==> config.mk <==
export PLATFORM = sky130hd
export DESIGN_NAME = mwm_front
export DESIGN_NICKNAME = d
export VERILOG_FILES = /design/src/design/mwm_pkg.sv /design/src/design/mwm_front.sv
export SDC_FILE = /design/constraint.sdc
export NUM_CORES = 1
export LEC_CHECK = 0
export ABC_AREA = 1
export BUFFER_PORTS_ARGS = -buffer_cell sky130_fd_sc_hd__buf_4
export CELL_PAD_IN_SITES_DETAIL_PLACEMENT = 0
export CELL_PAD_IN_SITES_GLOBAL_PLACEMENT = 2
export CORE_MARGIN = 1.5
export CORE_UTILIZATION = 35
export DETAILED_ROUTE_END_ITERATION = 7
export PLACE_DENSITY = 0.88
export SLEW_MARGIN = 25
export SYNTH_ARGS = -nofsm -noshare
export SYNTH_HDL_FRONTEND = slang
export SYNTH_SLANG_ARGS = --single-unit
==> constraint.sdc <==
create_clock -name clk_i -period 3.2 [get_ports clk_i]
set_input_delay 0.32 -clock clk_i [delete_from_list [all_inputs] [get_ports clk_i]]
set_output_delay 0.32 -clock clk_i [all_outputs]
set_load 0.02 [all_outputs]
==> src/design/mwm_pkg.sv <==
// ----------------------------------------------------------------------------
// mwm_pkg: shared types and helpers of the maze wall map
// Grid and log sizes, request and result structs, and the edge locator.
// ----------------------------------------------------------------------------
package mwm_pkg;

  localparam int GRID_SIZE = 32;
  localparam int LOG_DEPTH = 256;

  localparam int ROW_W     = (GRID_SIZE - 1 > 1) ? $clog2(GRID_SIZE - 1) : 1;
  localparam int BIT_W     = $clog2(GRID_SIZE);
  localparam int MAP_AW    = ROW_W + 1;
  localparam int MAP_DEPTH = 2 ** MAP_AW;
  localparam int MAP_W     = 2 * GRID_SIZE;
  localparam int LOG_AW    = $clog2(LOG_DEPTH);
  localparam int LOG_CW    = $clog2(LOG_DEPTH + 1);

  typedef enum logic [1:0] {
    OP_UPDATE = 2'd0,
    OP_QUERY  = 2'd1,
    OP_UNDO   = 2'd2,
    OP_CLEAR  = 2'd3
  } op_e;

  typedef enum logic [1:0] {
    SIDE_EAST  = 2'd0,
    SIDE_NORTH = 2'd1,
    SIDE_WEST  = 2'd2,
    SIDE_SOUTH = 2'd3
  } side_e;

  typedef enum logic [3:0] {
    ST_IDLE,
    ST_UPD_RD,
    ST_UPD_WR,
    ST_QRY_RD,
    ST_QRY_ACC,
    ST_UNDO_CHK,
    ST_UNDO_LRD,
    ST_UNDO_MRD,
    ST_UNDO_MWR,
    ST_CLR_E,
    ST_CLR_N,
    ST_DONE
  } state_e;

  typedef logic [ROW_W-1:0] row_t;
  typedef logic [BIT_W-1:0] bit_t;

  typedef struct packed {
    logic [1:0] opcode;
    logic [4:0] cell_x;
    logic [4:0] cell_y;
    logic [1:0] side;
    logic       wall_seen;
    logic       log_enable;
    logic [8:0] undo_count;
    logic       start_walls;
  } item_t;

  typedef struct packed {
    logic       accepted;
    logic       log_overflow;
    logic [3:0] walls_around;
    logic [3:0] known_around;
    logic [3:0] open_around;
    logic [2:0] wall_total;
    logic [2:0] unknown_total;
    logic [8:0] log_level;
  } result_t;

  typedef struct packed {
    logic on_board;
    logic plane;
    row_t row;
    bit_t bit_idx;
  } edge_t;

  typedef struct packed {
    item_t item;
    edge_t edge_loc;
  } cmd_t;

  typedef struct packed {
    logic [4:0] x;
    logic [4:0] y;
    logic [1:0] side;
  } log_t;

  function automatic edge_t locate(logic [4:0] x, logic [4:0] y, logic [1:0] side);
    edge_t e;
    int    xi;
    int    yi;
    e  = '0;
    xi = int'(x);
    yi = int'(y);
    case (side)
      SIDE_EAST: begin
        if (xi + 2 <= GRID_SIZE && yi < GRID_SIZE) begin
          e.on_board = 1'b1;
          e.row      = row_t'(x);
          e.bit_idx  = bit_t'(y);
        end
      end
      SIDE_NORTH: begin
        if (xi < GRID_SIZE && yi + 2 <= GRID_SIZE) begin
          e.on_board = 1'b1;
          e.plane    = 1'b1;
          e.row      = row_t'(y);
          e.bit_idx  = bit_t'(x);
        end
      end
      SIDE_WEST: begin
        if (xi >= 1 && xi <= GRID_SIZE - 1 && yi < GRID_SIZE) begin
          e.on_board = 1'b1;
          e.row      = row_t'(x - 5'd1);
          e.bit_idx  = bit_t'(y);
        end
      end
      default: begin
        if (yi >= 1 && yi <= GRID_SIZE - 1 && xi < GRID_SIZE) begin
          e.on_board = 1'b1;
          e.plane    = 1'b1;
          e.row      = row_t'(y - 5'd1);
          e.bit_idx  = bit_t'(x);
        end
      end
    endcase
    return e;
  endfunction

endpackage

==> src/design/mwm_front.sv <==
// ----------------------------------------------------------------------------
// mwm_front: request intake
// Locates the addressed edge of each request and holds it in a two-entry queue.
// ----------------------------------------------------------------------------
module mwm_front (
  input  logic              clk_i,
  input  logic              rst_ni,
  input  logic              push,
  output logic              full,
  input  mwm_pkg::item_t    item_i,
  output logic              cmd_valid_o,
  output mwm_pkg::cmd_t     cmd_o,
  input  logic              cmd_pop_i
);

  mwm_pkg::cmd_t slot_q [2];
  logic          wr_q, wr_d;
  logic          rd_q, rd_d;
  logic [1:0]    cnt_q, cnt_d;
  logic          do_push, do_pop;
  mwm_pkg::cmd_t new_cmd;

  assign full        = (cnt_q == 2'd2);
  assign cmd_valid_o = (cnt_q != 2'd0);
  assign cmd_o       = slot_q[rd_q];
  assign do_push     = push && !full;
  assign do_pop      = cmd_pop_i && cmd_valid_o;

  always_comb begin
    new_cmd.item     = item_i;
    new_cmd.edge_loc = mwm_pkg::locate(item_i.cell_x, item_i.cell_y, item_i.side);
    wr_d  = do_push ? !wr_q : wr_q;
    rd_d  = do_pop ? !rd_q : rd_q;
    cnt_d = cnt_q + 2'(do_push) - 2'(do_pop);
  end

  always_ff @(posedge clk_i) begin
    if (do_push) begin
      slot_q[wr_q] <= new_cmd;
    end
  end

  always_ff @(posedge clk_i or negedge rst_ni) begin
    if (!rst_ni) begin
      wr_q  <= 1'b0;
      rd_q  <= 1'b0;
      cnt_q <= 2'd0;
    end else begin
      wr_q  <= wr_d;
      rd_q  <= rd_d;
      cnt_q <= cnt_d;
    end
  end

endmodule

==> impl_metrics.toml <==
[detailed_routing]
num_vias = 2453
wirelength_mm = 7.20
drtAntennaViolNets = 0
via_per_inst = 4.37
drcViolationCount = 0
drt_pass1_iterations = 4
drtIter0Drc = 101
avgRoutedWirePerCell_um = 12.8

[placement]
dp.cells = 544
place_ws_ps = 1290
io_buffers = 69
gp_congestion = 0.801
place_hpwl_mm = 4.98

[die]
coreArea_um2 = 10200
io_pins = 70
initial_utilization_pct = 35.8
die-area_um2 = 11100
row_count = 37
die_h_um = 105
die_x_um = 105

[logic_synthesis]
yosysTopAreaCell = "edfxtp_1"
syn-instance-count = 343
ys_seq_area_share_pct = 65.1
yosys_warnings = 0
syn_nets = 387
netlist_area_um2 = 3660
syn_avg_cell_area_um2 = 10.7
synth.area.top_cells = "edfxtp_1, nand2_1, ha_1"
ys_types = 22
netlist.area_leader.share_pct = 62.3
synth-seq-cells = 80
synth-main-ff-cell = "edfxtp_1"
postSynth.asyncResetShare_pct = 5.00
ys_top_cells_by_count = "nand2_1, edfxtp_1, nor2_1"
synth_edf_count = 76
synthMostInstantiatedCell = "nand2_1"

[worst_setup_path]
r2r_setup_slack_ps = 1370
path_max_fanout = 27
r2r_end = "slot_q[0][30]"
reg2regPathDepth = 4
end_kind = "primary output"
cp.arrival_ps = 1940
crit_type = "reg -> out"
worstReg2RegStart = "cnt_q[1]"
required_ps = 2880
startpoint_type = "flop"

[job]
cap_violations = 0

[global_routing]
antenna_found_initial = 0
grt_max_degree = 39
grt_pass1_vias = 2413
grt_use_total_pct = 13.8
grt_pass1_wl_mm = 11.6
grt-ovfl-total = 0

[timing]
max_slew_margin_pct = 45.5
setup_slack_ps = 945
setup_viol = 0
fmax_mhz = 443
worst_pin_slew_ps = 817
fin_setup_tns_ps = 0
grt_setup_unrepaired = "false"
maxSlewViolCount = 0
fin_crit_ps = 2260
final_hold_viol_count = 0
skew_ps = 7.03
min_period_over_period_pct = 70.5

[clock_network]
clk_latency_ps = 340
h-tree-depth = 3
clockBufferDepth = 2
clk_pin_slew_ps = 80
cts_made_buffers = 9
cts_setup_buffers = 0
postCtsHoldBufs = 1
cts_resized = 0
clockRootBuffer = "clkbuf_8"
clkSinkCount = 80
cts_tree = "yes"

[finish]
syn_to_final_growth_pct = 24.2
fin_cells = 561
n_antenna_cell = 0
seqCellArea_um2 = 2380
final_core_util_pct = 44.4
final_nets = 464
n_fill_cell = 991
multiInputGateArea_um2 = 1180
drive_gt1_share_pct = 26.6

[hold_path]
hold_path.class = "in -> reg"
whs_endpoint = "slot_q[0][14]"
hold_depth = 1
hp-start = "item_i[2]"

[pwr]
leakagePower_nw = 2.01
power_density_nw_per_um2 = 819
ir_drop_mv = 0.284

[status]
status = "finished, final reports clean"
## how the worst max path moves through the flow
stage,from,end,slack (ps),cells past startpoint
after detailed placement,rd_q,cmd_o[22],1290,5
after global routing,rd_q,cmd_o[22],720,5
after CTS,rd_q,cmd_o[18],890,5
final,rd_q,cmd_o[22],940,5
after global placement,rd_q,cmd_o[21],1320,5
after floorplan,cnt_q[1],slot_q[0][0],580,3
## registers in the layout (all words and copies together), names as in the netlist
name and count:
cnt_q 2, wr_q 1, rd_q 1, slot_q 76
## metrics by stage
stage / hold WS [ps] / power (mW) / instance area, µm²
after global placement: 121 / 3.10 / 4360
after global routing: 132 / 3.98 / 4550
after detailed placement: 123 / 3.13 / 4360
after CTS: 135 / 3.78 / 4550
final: 157 / 3.72 / 4550
after floorplan: 24.4 / 2.46 / 3660
## metal layers
metal | global-route usage (%) | wire length, µm | vias up
li1 | - | - | 1273
met1 | 17.1 | 3250 | 1127
met2 | 23.5 | 3490 | 45
met3 | 3.09 | 334 | 8
met4 | 5.28 | 115 | 0
met5 | 0 | 0 | -
## logic make-up after synthesis
family	Yosys count	share of synthesized area, %
buffers and inverters	29	3.14
XOR/XNOR	8	1.91
flip-flops	80	65.1
AO/OA/AOI/OAI	2	0.376
adder cells (fa/ha/maj)	14	4.78
AND/OR/NAND/NOR	210	24.7
## power by group
| group | total, mW | internal (mW) | switching (mW) | leakage [nW] |
|---|---|---|---|---|
| clock | 0.649 | 0.288 | 0.361 | 0.0814 |
| sequential | 1.51 | 1.44 | 0.0622 | 0.754 |
| combinational | 1.57 | 0.556 | 1.01 | 1.18 |
| total | 3.72 | 2.29 | 1.44 | 2.01 |
## layout by cell type (no fill, tap or decap), drive strengths merged
master and instances:
nand2 167, edfxtp 76, buf 73, inv 23, nor2 23, nand3 16, ha 14, clkbuf 9
xor2 5, dfrtp 4, xnor2 3, clkinvlp 3, nand4 2, clkinv 2, a21oi 1, or2 1
nand3b 1, o21ai 1, dlygate4sd3 1
## final cells by class
type / count / share of cell area [%]
Sequential cell: 80 / 52.4
Clock inverter: 7 / 1.21
Multi-Input combinational cell: 234 / 25.9
Timing Repair Buffer: 74 / 12.3
Tap cell: 136 / 3.74
Clock buffer: 9 / 2.72
Inverter: 21 / 1.73
## worst max-delay path: stages, from the launching register on
cell     delay [ps]
dfrtp_1         390
inv_1           600
buf_4           340
nand2_1          70
nand2_1          60
buf_4           130
No activity file was read; power rests on OpenSTA's default activity.
