## src/design/mwm_pkg.sv

```systemverilog
// ----------------------------------------------------------------------------
// mwm_pkg: shared types and helpers of the maze wall map
// Grid and log sizes, request and result structs, and the edge locator.
// ----------------------------------------------------------------------------
package mwm_pkg;

  localparam int GRID_SIZE = 32;
  localparam int LOG_DEPTH = 256;

  localparam int ROW_W     = (GRID_SIZE - 1 > 1) ? $clog2(GRID_SIZE - 1) : 1;
  localparam int BIT_W     = $clog2(GRID_SIZE);
  localparam int MAP_AW    = ROW_W + 1;
  localparam int MAP_DEPTH = 2 ** MAP_AW;
  localparam int MAP_W     = 2 * GRID_SIZE;
  localparam int LOG_AW    = $clog2(LOG_DEPTH);
  localparam int LOG_CW    = $clog2(LOG_DEPTH + 1);

  typedef enum logic [1:0] {
    OP_UPDATE = 2'd0,
    OP_QUERY  = 2'd1,
    OP_UNDO   = 2'd2,
    OP_CLEAR  = 2'd3
  } op_e;

  typedef enum logic [1:0] {
    SIDE_EAST  = 2'd0,
    SIDE_NORTH = 2'd1,
    SIDE_WEST  = 2'd2,
    SIDE_SOUTH = 2'd3
  } side_e;

  typedef enum logic [3:0] {
    ST_IDLE,
    ST_UPD_RD,
    ST_UPD_WR,
    ST_QRY_RD,
    ST_QRY_ACC,
    ST_UNDO_CHK,
    ST_UNDO_LRD,
    ST_UNDO_MRD,
    ST_UNDO_MWR,
    ST_CLR_E,
    ST_CLR_N,
    ST_DONE
  } state_e;

  typedef logic [ROW_W-1:0] row_t;
  typedef logic [BIT_W-1:0] bit_t;

  typedef struct packed {
    logic [1:0] opcode;
    logic [4:0] cell_x;
    logic [4:0] cell_y;
    logic [1:0] side;
    logic       wall_seen;
    logic       log_enable;
    logic [8:0] undo_count;
    logic       start_walls;
  } item_t;

  typedef struct packed {
    logic       accepted;
    logic       log_overflow;
    logic [3:0] walls_around;
    logic [3:0] known_around;
    logic [3:0] open_around;
    logic [2:0] wall_total;
    logic [2:0] unknown_total;
    logic [8:0] log_level;
  } result_t;

  typedef struct packed {
    logic on_board;
    logic plane;
    row_t row;
    bit_t bit_idx;
  } edge_t;

  typedef struct packed {
    item_t item;
    edge_t edge_loc;
  } cmd_t;

  typedef struct packed {
    logic [4:0] x;
    logic [4:0] y;
    logic [1:0] side;
  } log_t;

  function automatic edge_t locate(logic [4:0] x, logic [4:0] y, logic [1:0] side);
    edge_t e;
    int    xi;
    int    yi;
    e  = '0;
    xi = int'(x);
    yi = int'(y);
    case (side)
      SIDE_EAST: begin
        if (xi + 2 <= GRID_SIZE && yi < GRID_SIZE) begin
          e.on_board = 1'b1;
          e.row      = row_t'(x);
          e.bit_idx  = bit_t'(y);
        end
      end
      SIDE_NORTH: begin
        if (xi < GRID_SIZE && yi + 2 <= GRID_SIZE) begin
          e.on_board = 1'b1;
          e.plane    = 1'b1;
          e.row      = row_t'(y);
          e.bit_idx  = bit_t'(x);
        end
      end
      SIDE_WEST: begin
        if (xi >= 1 && xi <= GRID_SIZE - 1 && yi < GRID_SIZE) begin
          e.on_board = 1'b1;
          e.row      = row_t'(x - 5'd1);
          e.bit_idx  = bit_t'(y);
        end
      end
      default: begin
        if (yi >= 1 && yi <= GRID_SIZE - 1 && xi < GRID_SIZE) begin
          e.on_board = 1'b1;
          e.plane    = 1'b1;
          e.row      = row_t'(y - 5'd1);
          e.bit_idx  = bit_t'(x);
        end
      end
    endcase
    return e;
  endfunction

endpackage

```

## src/design/mwm_out.sv

```systemverilog
// ----------------------------------------------------------------------------
// mwm_out: result queue
// Two-entry queue that holds finished results until the consumer pops them.
// ----------------------------------------------------------------------------
module mwm_out (
  input  logic             clk_i,
  input  logic             rst_ni,
  input  logic             res_push_i,
  input  mwm_pkg::result_t res_i,
  output logic             res_full_o,
  output logic             empty,
  input  logic             pop,
  output mwm_pkg::result_t result_o
);

  mwm_pkg::result_t slot_q [2];
  logic             wr_q, wr_d;
  logic             rd_q, rd_d;
  logic [1:0]       cnt_q, cnt_d;
  logic             do_push, do_pop;

  assign res_full_o = (cnt_q == 2'd2);
  assign empty      = (cnt_q == 2'd0);
  assign result_o   = slot_q[rd_q];
  assign do_push    = res_push_i && !res_full_o;
  assign do_pop     = pop && !empty;

  always_comb begin
    wr_d  = do_push ? !wr_q : wr_q;
    rd_d  = do_pop ? !rd_q : rd_q;
    cnt_d = cnt_q + 2'(do_push) - 2'(do_pop);
  end

  always_ff @(posedge clk_i) begin
    if (do_push) begin
      slot_q[wr_q] <= res_i;
    end
  end

  always_ff @(posedge clk_i or negedge rst_ni) begin
    if (!rst_ni) begin
      wr_q  <= 1'b0;
      rd_q  <= 1'b0;
      cnt_q <= 2'd0;
    end else begin
      wr_q  <= wr_d;
      rd_q  <= rd_d;
      cnt_q <= cnt_d;
    end
  end

  assert property (@(posedge clk_i) disable iff (!rst_ni)
    res_push_i |-> !res_full_o)
    else $error("result pushed into a full queue");

endmodule

```

## config.mk

```make
export PLATFORM = sky130hd
export DESIGN_NAME = mwm_out
export DESIGN_NICKNAME = d
export VERILOG_FILES = /design/src/design/mwm_pkg.sv /design/src/design/mwm_out.sv
export SDC_FILE = /design/constraint.sdc
export NUM_CORES = 1
export LEC_CHECK = 0
export ABC_AREA = 0
export BUFFER_PORTS_ARGS = -buffer_cell sky130_fd_sc_hd__buf_2
export CORE_MARGIN = 2
export CORE_UTILIZATION = 51
export CTS_CLUSTER_SIZE = 25
export DETAILED_ROUTE_END_ITERATION = 16
export PLACE_DENSITY = 0.78
export SYNTH_ARGS = -nofsm -noshare
export SYNTH_HDL_FRONTEND = slang
export SYNTH_SLANG_ARGS = --single-unit
```

## constraint.sdc

```tcl
create_clock -name clk_i -period 2.8 [get_ports clk_i]
set_input_delay 0.14 -clock clk_i [delete_from_list [all_inputs] [get_ports clk_i]]
set_output_delay 0.14 -clock clk_i [all_outputs]
set_load 0.1 [all_outputs]
```

==> out/metrics.yaml, run 1 <==
hold_depth: 1
r2r_cells: 4
finalSetupViolCount: 0
worstHoldStart: "res_i[22]"
max_cap_violations: 0
route.detailed.drc: 0
num_vias: 1295
wl_met3_microns: 194
drv_slew: 0
period_minus_slack_ns: 1.993
cp-start-kind: "flip-flop"
tightest_slew_ns: 0.5879
synthCells: 108
htree_levels: 3
synth_cell_types: 13
endpoint_kind: "primary output"
finalCritPeriodShare: 0.7118
clock_skew_ns: 0.004564
critPathArrivalTime_ns: 1.85
ys_seq_area_frac: 0.7639
start_util: 0.5208
critPathMaxFanout: 17
nets: 244
dpl-instance-area_sq_um: 2799
synth_top_area_share: 0.7224
required_ns: 2.66
syn_area_sq_um: 2411
die_area_sq_um: 5293
grt_pass1_wl_microns: 6368
wl_met2_microns: 2202
portBuffers: 63
worst-r2r-setup-slack_ns: 0.94
cts_tree: "built"
fp.dieW_microns: 72.76
clock_latency_ns: 0.32
area_delta_synth_final_pct: 35.18
ys_seq_elements: 62
synth_top_cell_by_area: "edfxtp_1"
r2r_end: "slot_q[0][0]$_DFFE_PP_"
dr.pass1.iters: 4
setup_tns_ns: 0
finalHoldViolCount: 0
coreArea_sq_um: 4629
grt_antenna_before_repair: 0
detail_route.vias_per_cell: 4.832
min_to: "slot_q[0][22]$_DFFE_PP_"
timing.rr.start: "cnt_q[0]$_DFF_PN0_"
layout_common_cells: "buf_2 (63), edfxtp_1 (58), mux2_4 (29), dlygate4sd3_1 (27), clkbuf_8 (9)"
ys_warn_count: 0
numClockSinks: 62
outcome: "finished, final reports clean"
cts-root-buf: "clkbuf_8"
synth_nets: 143
antenna_cells: 0
cts.path.max_buffers: 2
clk_pin_slew_ns: 0.06
core.rowCount: 25
synth.top_cells.by_area: "edfxtp_1 (72%), mux2_4 (18%), dfrtp_1 (4.2%)"
path_class: "reg2out"
antenna_left: 0
overflow: 0
synth.avg_cell_area_sq_um: 22.32
slew-limit-headroom: 0.6077
top_layer: "met4"
drt_iter0_drc: 93
worstHoldPathType: "in2reg"
cts_made_buffers: 9
grt_pass1_vias: 1425
layout-drive-gt1-share: 0.5280
grt_start_max_net_pins: 30
wl_microns: 4089
dp_hpwl_microns: 2722
clock.fmax_mhz: 501.7
met1_length_microns: 1656
grt_setup_unrepaired: "no"
grt_use_total: 0.1676
whs_ns: 0.01989
die_h_microns: 72.76
final_cell_area_sq_um: 3259
cts_resized: 0
final_common_cell: "buf_2"
io_pins: 64
place_congestion: 0.6661
wl_per_cell_microns: 15.26
-- per-layer routing --
| layer | GRT usage | up-vias |
|---|---|---|
| met1 | 0.1841 | 630 |
| met4 | 0.06173 | 0 |
| met3 | 0.06768 | 4 |
| li1 | - | 615 |
| met2 | 0.2919 | 46 |
| met5 | 0 | - |
-- registers in the layout (all words and copies together) (netlist names) --
name	count
rd_q	1
slot_q	58
wr_q	1
cnt_q	2
-- what timing repair did --
item,in CTS,in global routing
buffers inserted,0,0
endpoints found under the hold margin,44,5
hold buffers,24,3
-- worst max-delay path by stage --
stage,endpoint,slack (ns),depth (start not counted),start
after global routing,result_o[22],0.73,3,rd_q$_DFFE_PN0P_
after floorplan,cnt_q[1]$_DFF_PN0_,0.07,7,cnt_q[1]$_DFF_PN0_
after global placement,slot_q[0][4]$_DFFE_PP_,1.05,4,cnt_q[1]$_DFF_PN0_
after CTS,result_o[9],0.78,3,rd_q$_DFFE_PN0P_
after detailed placement,slot_q[0][3]$_DFFE_PP_,0.89,4,cnt_q[0]$_DFF_PN0_
final,result_o[4],0.81,3,rd_q$_DFFE_PN0P_
-- worst max-delay path, stage by stage, from the launching register on --
cell     delay (ns)
dfrtp_2        0.67
buf_12         0.25
mux2_4         0.31
buf_2          0.29
-- layout make-up --
class                           instances  area (sq um)
Fill cell                             300          1370
Tap cell                               54         67.56
Inverter                                2         7.507
Timing Repair Buffer                   93         620.6
Multi-Input combinational cell         41         530.5
Sequential cell                        62          1843
Clock inverter                          6         62.56
Clock buffer                           10         127.6
-- cells by family (layout without fill, tap and decap cells) --
logic type,count (synthesis),count (layout),synth area share
xor gates and xnor gates,4,4,0.01453
adders and majority gates,2,2,0.01038
buffers and inverters,5,111,0.01713
DFF,62,62,0.7639
muxes,29,29,0.1806
and+or+nand+nor,6,6,0.01350
-- per-stage QoR --
step	util	cells	setup WS, ns
after floorplan	-	108	0.06525
after global placement	0.6046	225	1.050
after detailed placement	0.6046	225	0.8909
after CTS	0.6976	265	0.7788
after global routing	0.7041	268	0.7269
final	0.7041	268	0.8070
-- Yosys cell counts --
library cell  number
edfxtp_1          58
mux2_4            29
dfrtp_1            4
buf_6              3
xnor2_1            3
ha_1               2
inv_1              2
nor2_1             2
and3_1             1
nand2_1            1
nand2b_1           1
nor2b_2            1
xor2_1             1
Power of run 1 is left out: the tool's default activity adds up to more than one toggle a clock period on the data nets, which glitch-free logic cannot reach.
==> run 2, diff against run 1 <==
--- a/config.mk
+++ b/config.mk
@@ -5,7 +5,7 @@
 export SDC_FILE = /design/constraint.sdc
 export NUM_CORES = 1
 export LEC_CHECK = 0
-export ABC_AREA = 0
+export ABC_AREA = 1
 export BUFFER_PORTS_ARGS = -buffer_cell sky130_fd_sc_hd__buf_2
 export CORE_MARGIN = 2
 export CORE_UTILIZATION = 51
==> constraint.sdc (replaced) <==
create_clock -name clk_i -period 1.95 [get_ports clk_i]
set_input_delay 0.0975 -clock clk_i [delete_from_list [all_inputs] [get_ports clk_i]]
set_output_delay 0.0975 -clock clk_i [all_outputs]
set_load 0.1 [all_outputs]
==> run 2 against run 1 <==
Against the previous run: first-iteration DRC count fell by 11%; final cell count rose by 28%; wire length rose by 5.4%; highest routed layer unchanged; critical endpoint is now result_o[8]; global-route usage rose by 1.0 points; clock-buffer cell count rose by 1; core utilization rose by 1.9 points; critical path type unchanged.
==> out/metrics.yaml, run 2 <==
largest-register: "slot_q"  # unchanged
postCtsSetupBuffers: 0  # unchanged
largest_register_ffs: 58  # unchanged
wl_per_cell_microns: 12.57  # was 15.26 microns
ys_async_sr_fraction: 0.06452  # unchanged
grt_antenna_before_repair: 0  # unchanged
cts_made_buffers: 9  # unchanged
outcome: "finished, final reports clean"  # unchanged
grt_pass1_vias: 1463  # was 1,425
portBuffers: 63  # unchanged
ys_seq_area_frac: 0.7897  # was 0.7639
grt_pass1_wl_microns: 6603  # was 6368 microns
synth.avg_cell_area_sq_um: 12.61  # was 22.32 sq um
area_delta_synth_final_pct: 36.00  # was 35.18%
path_class: "reg2out"  # unchanged
cts.path.max_buffers: 2  # unchanged
whs_ns: 0.03045  # was 0.01989 ns
r2r_cells: 4  # unchanged
syn_area_sq_um: 2332  # was 2411 sq um
min_to: "rd_q$_DFFE_PN0P_"  # was slot_q[0][22]$_DFFE_PP_
max_cap_violations: 0  # unchanged
ys_top_cells_by_count: "nand2_1 (100), edfxtp_1 (58), inv_1 (10)"  # was edfxtp_1 (58), mux2_4 (29), dfrtp_1 (4)
ys_warn_count: 0  # unchanged
drv_slew: 0  # unchanged
detail_route.vias_per_cell: 4.598  # was 4.832
setup_tns_ns: 0  # unchanged
io_pins: 64  # unchanged
fp.dieW_microns: 71.63  # was 72.76 microns
dr.pass1.iters: 5  # was 4
route.detailed.drc: 0  # unchanged
coreArea_sq_um: 4384  # was 4629 sq um
required_ns: 1.85  # was 2.66 ns
final_common_cell: "nand2_1"  # was buf_2
ys_seq_elements: 62  # unchanged
critPathArrivalTime_ns: 1.65  # was 1.85 ns
drt_iter0_drc: 83  # was 93
worst-r2r-setup-slack_ns: 0.52  # was 0.94 ns
worstHoldPathType: "in2reg"  # unchanged
layout_common_cells: "nand2_1 (100), buf_2 (63), edfxtp_1 (58), dlygate4sd3_1 (30), inv_1 (10)"  # was buf_2 (63), edfxtp_1 (58), mux2_4 (29), dlygate4sd3_1 (27), clkbuf_8 (9)
dp_hpwl_microns: 2467  # was 2722 microns
finalSetupViolCount: 0  # unchanged
layout-drive-gt1-share: 0.2784  # was 0.5280
overflow: 0  # unchanged
synth_edf_count: 58  # unchanged
synth_cell_types: 9  # was 13
cts-root-buf: "clkbuf_8"  # unchanged
synth_top_area_share: 0.7468  # was 0.7224
cts_tree: "built"  # unchanged
clk_pin_slew_ns: 0.06  # about the same
synth_top_cell_by_area: "edfxtp_1"  # unchanged
endpoint_kind: "primary output"  # unchanged
critPathMaxFanout: 30  # was 17
finalHoldViolCount: 0  # unchanged
tightest_slew_ns: 0.4963  # was 0.5879 ns
synth_nets: 220  # was 143
antenna_left: 0  # unchanged
place_congestion: 0.7225  # was 0.6661
cp-start-kind: "flip-flop"  # unchanged
synth_ff_type: "edfxtp_1"  # unchanged
core.rowCount: 24  # was 25
grt_setup_unrepaired: "no"  # unchanged
clock_skew_ns: 0.006998  # was 0.004564 ns
grt_start_max_net_pins: 31  # was 30
clock_latency_ns: 0.33  # was 0.32 ns
timing.rr.start: "cnt_q[1]$_DFF_PN0_"  # was cnt_q[0]$_DFF_PN0_
period_minus_slack_ns: 1.752
numClockSinks: 62  # unchanged
die_area_sq_um: 5130  # was 5293 sq um
clock.fmax_mhz: 570.6
htree_levels: 3  # unchanged
synth.most_common_cell: "nand2_1"  # was edfxtp_1
r2r_end: "slot_q[1][8]$_DFFE_PP_"  # was slot_q[0][0]$_DFFE_PP_
biggestRegsByFlops: "slot_q: 58 flops, cnt_q: 2 flops"  # unchanged
synthCells: 185  # was 108
nets: 321  # was 244
grt_use_total: 0.1780  # was 0.1676
start_util: 0.5320  # was 0.5208
worstHoldStart: "pop"  # was res_i[22]
fin_util: 0.7235  # was 0.7041
antenna_cells: 0  # unchanged
die_h_microns: 71.63  # was 72.76 microns
wl_microns: 4310  # was 4089 microns
slew-limit-headroom: 0.6714  # was 0.6077
finalCritPeriodShare: 0.8987
num_vias: 1577  # was 1,295
synth.top_cells.by_area: "edfxtp_1 (75%), nand2_1 (16%), dfrtp_1 (4.3%)"  # was edfxtp_1 (72%), mux2_4 (18%), dfrtp_1 (4.2%)
hold_depth: 3  # was 1
run 2: area by class of cell:
type | instances | area (sq um)
Clock buffer | 11 | 131.4
Clock inverter | 5 | 26.28
Fill cell | 304 | 1212
Inverter | 11 | 42.54
Multi-Input combinational cell | 106 | 426.7
Sequential cell | 62 | 1842
Tap cell | 52 | 65.06
Timing Repair Buffer | 96 | 638.1
run 2: worst max-delay path by stage:
stage,from,end,cells after the start
floorplan,cnt_q[1]$_DFF_PN0_,slot_q[1][0]$_DFFE_PP_,3
global placement,rd_q$_DFFE_PN0P_,result_o[17],4
detailed placement,rd_q$_DFFE_PN0P_,result_o[28],4
CTS,rd_q$_DFFE_PN0P_,result_o[8],4
global route,rd_q$_DFFE_PN0P_,result_o[17],4
finish,rd_q$_DFFE_PN0P_,result_o[8],4
run 2: critical path: stages (launching register included):
cell     delay, ns
dfrtp_1       0.36
buf_4         0.32
nand2_1       0.11
nand2_1       0.10
buf_2         0.42
run 2: kinds of logic (layout without fill, tap and decap cells):
logic type,Yosys count,after routing,share of synthesized area
and+or+nand+nor,104,104,0.1690
DFF,62,62,0.7897
buffers and inverters,17,123,0.03058
adders and majority gates,2,2,0.01073
run 2: stage by stage:
step           std cells  area, sq um  worst slack [ns]
6_report             343         3172            0.1976
5_1_grt              343         3172           0.08723
4_1_cts              343         3171           0.09623
3_5_place_dp         297         2713            0.4715
3_3_place_gp         297         2713            0.4755
2_1_floorplan        185         2335            0.2206
run 2: routing by layer:
metal | vias up | track usage | part of all wire
met5 | - | 0 | 0
met4 | 0 | 0.1174 | 0.016
met3 | 5 | 0.04641 | 0.056
met2 | 53 | 0.2809 | 0.50
met1 | 706 | 0.2175 | 0.43
li1 | 813 | - | -
run 2: repair_timing:
action / 4_1_cts / 5_1_grt
resized for setup: 0 / 1
hold buffers: 30 / 0
hold endpoints to repair: 62 / 0
endpoints found under the setup margin: 0 / 4
Power of run 2 is left out for the same reason.
==> run 3, diff against run 2 <==
--- a/config.mk
+++ b/config.mk
@@ -6,12 +6,12 @@
 export NUM_CORES = 1
 export LEC_CHECK = 0
 export ABC_AREA = 1
-export BUFFER_PORTS_ARGS = -buffer_cell sky130_fd_sc_hd__buf_2
+export BUFFER_PORTS_ARGS = -buffer_cell sky130_fd_sc_hd__buf_4
 export CORE_MARGIN = 2
 export CORE_UTILIZATION = 51
 export CTS_CLUSTER_SIZE = 25
 export DETAILED_ROUTE_END_ITERATION = 16
-export PLACE_DENSITY = 0.78
+export PLACE_DENSITY = 0.84
 export SYNTH_ARGS = -nofsm -noshare
 export SYNTH_HDL_FRONTEND = slang
 export SYNTH_SLANG_ARGS = --single-unit
==> run 3 against run 2 <==
Against the previous run: register-to-register slack got worse by 0.07 ns; clock skew increased by 0.0014 ns; via count increased by 1.5%; sequential share of layout area decreased by 3.4 points; wire length increased by 4.5%; die area unchanged; clock-buffer cell count increased by 4; hold slack got worse by 0.011 ns; worst setup slack improved by 0.038 ns; first-iteration DRC count decreased by 2.4%; maximum frequency increased by 2.2%; sequential cell count unchanged; critical endpoint unchanged; largest cell class unchanged; highest routed layer unchanged.
==> out/metrics.yaml, run 3 (synthesis results as in run 2) <==
grt_pass1_vias: 1630  # was 1,463
fp.dieW_microns: 71.63  # unchanged
detail_route.vias_per_cell: 4.638  # was 4.598
io_pins: 64  # unchanged
grt_setup_unrepaired: "no"  # unchanged
dp_hpwl_microns: 2715  # was 2467 microns
final_common_cell: "nand2_1"  # unchanged
max_cap_violations: 0  # unchanged
whs_ns: 0.01922  # was 0.03045 ns
setup_tns_ns: 0  # unchanged
endpoint_kind: "primary output"  # unchanged
core.rowCount: 24  # unchanged
period_minus_slack_ns: 1.714  # was 1.752 ns
tightest_slew_ns: 0.5154  # was 0.4963 ns
area_delta_synth_final_pct: 44.37  # was 36.00%
final_cell_area_sq_um: 3367  # was 3172 sq um
finalSetupViolCount: 0  # unchanged
coreArea_sq_um: 4384  # unchanged
cp-start-kind: "flip-flop"  # unchanged
critPathArrivalTime_ns: 1.62  # was 1.65 ns
cts_made_buffers: 9  # unchanged
slew-limit-headroom: 0.6559  # was 0.6714
route.detailed.drc: 0  # unchanged
numClockSinks: 62  # unchanged
finalCritPeriodShare: 0.8791  # was 0.8987
htree_levels: 3  # unchanged
grt_pass1_wl_microns: 7003  # was 6603 microns
clock.fmax_mhz: 583.4  # was 570.6 MHz
cts-root-buf: "clkbuf_8"  # unchanged
clk_pin_slew_ns: 0.06  # about the same
clock_latency_ns: 0.32  # was 0.33 ns
cts_resized: 0  # unchanged
finalHoldViolCount: 0  # unchanged
largest_register_ffs: 58  # unchanged
critPathMaxFanout: 30  # unchanged
fin_util: 0.7680  # was 0.7235
die_h_microns: 71.63  # unchanged
grt_antenna_before_repair: 0  # unchanged
cts_tree: "built"  # unchanged
antenna_cells: 0  # unchanged
postCtsSetupBuffers: 0  # unchanged
wl_per_cell_microns: 13.05  # was 12.57 microns
biggestRegsByFlops: "slot_q: 58 flops, cnt_q: 2 flops"  # unchanged
overflow: 0  # unchanged
num_vias: 1600  # was 1,577
outcome: "finished, final reports clean"  # unchanged
place_congestion: 0.7785  # was 0.7225
drv_slew: 0  # unchanged
nets: 323  # was 321
wl_microns: 4503  # was 4310 microns
grt_start_max_net_pins: 31  # unchanged
layout_common_cells: "nand2_1 (100), buf_4 (68), edfxtp_1 (58), dlygate4sd3_1 (30), clkbuf_8 (12)"  # was nand2_1 (100), buf_2 (63), edfxtp_1 (58), dlygate4sd3_1 (30), inv_1 (10)
worstHoldPathType: "in2reg"  # unchanged
path_class: "reg2out"  # unchanged
dpl-instance-area_sq_um: 2885  # was 2713 sq um
start_util: 0.5320  # unchanged
cts.path.max_buffers: 2  # unchanged
drt_iter0_drc: 81  # was 83
portBuffers: 63  # unchanged
antenna_left: 0  # unchanged
layout-drive-gt1-share: 0.2833  # was 0.2784
grt_use_total: 0.1892  # was 0.1780
dr.pass1.iters: 5  # unchanged
required_ns: 1.85  # about the same
die_area_sq_um: 5130  # unchanged
largest-register: "slot_q"  # unchanged
worst-r2r-setup-slack_ns: 0.45  # was 0.52 ns
clock_skew_ns: 0.008394  # was 0.006998 ns
[run 3: final timing paths]
check                              startpoint                 end  depth (start not counted)
max                          rd_q$_DFFE_PN0P_         result_o[8]                          4
min                                       pop    rd_q$_DFFE_PN0P_                          3
max reg2reg                cnt_q[1]$_DFF_PN0_  cnt_q[1]$_DFF_PN0_                          9
min reg2reg                  wr_q$_DFFE_PN0P_    wr_q$_DFFE_PN0P_                          2
max in group asynchronous              rst_ni    rd_q$_DFFE_PN0P_                          2
min in group asynchronous              rst_ni  cnt_q[0]$_DFF_PN0_                          2
[run 3: metrics by stage]
step                setup WS [ns]  cells
floorplan                  0.2206    185
finish                     0.2358    345
detailed placement         0.5146    299
global route               0.1320    345
global placement           0.6060    299
CTS                        0.2335    345
[run 3: metal layers]
| metal | global-route usage | up-vias | part of all wire | wire length [microns] |
|---|---|---|---|---|
| li1 | - | 812 | - | - |
| met1 | 0.2036 | 727 | 0.40 | 1792 |
| met2 | 0.3261 | 53 | 0.53 | 2380 |
| met3 | 0.04923 | 8 | 0.049 | 219 |
| met4 | 0.1279 | 0 | 0.024 | 110 |
| met5 | 0 | - | 0 | 0 |
[run 3: what timing repair did]
item | in CTS | in global routing
hold buffers | 30 | 0
hold endpoints to repair | 62 | 0
endpoints found under the setup margin | 0 | 0
[run 3: worst max-delay path: stages (launching register included)]
cell and delay (ns):
dfrtp_1 0.39, inv_2 0.39, nand2_1 0.11, nand2_1 0.10
buf_4 0.29
[run 3: layout make-up]
class / instances / area [sq um]
clock inverter: 1 / 5.005
clock buffer: 15 / 176.4
sequential: 62 / 1842
timing repair buffer: 98 / 810.8
tap: 52 / 65.06
multi-input combinational: 106 / 426.7
fill: 276 / 1017
inverter: 11 / 41.29
Power of run 3 is left out for the same reason.
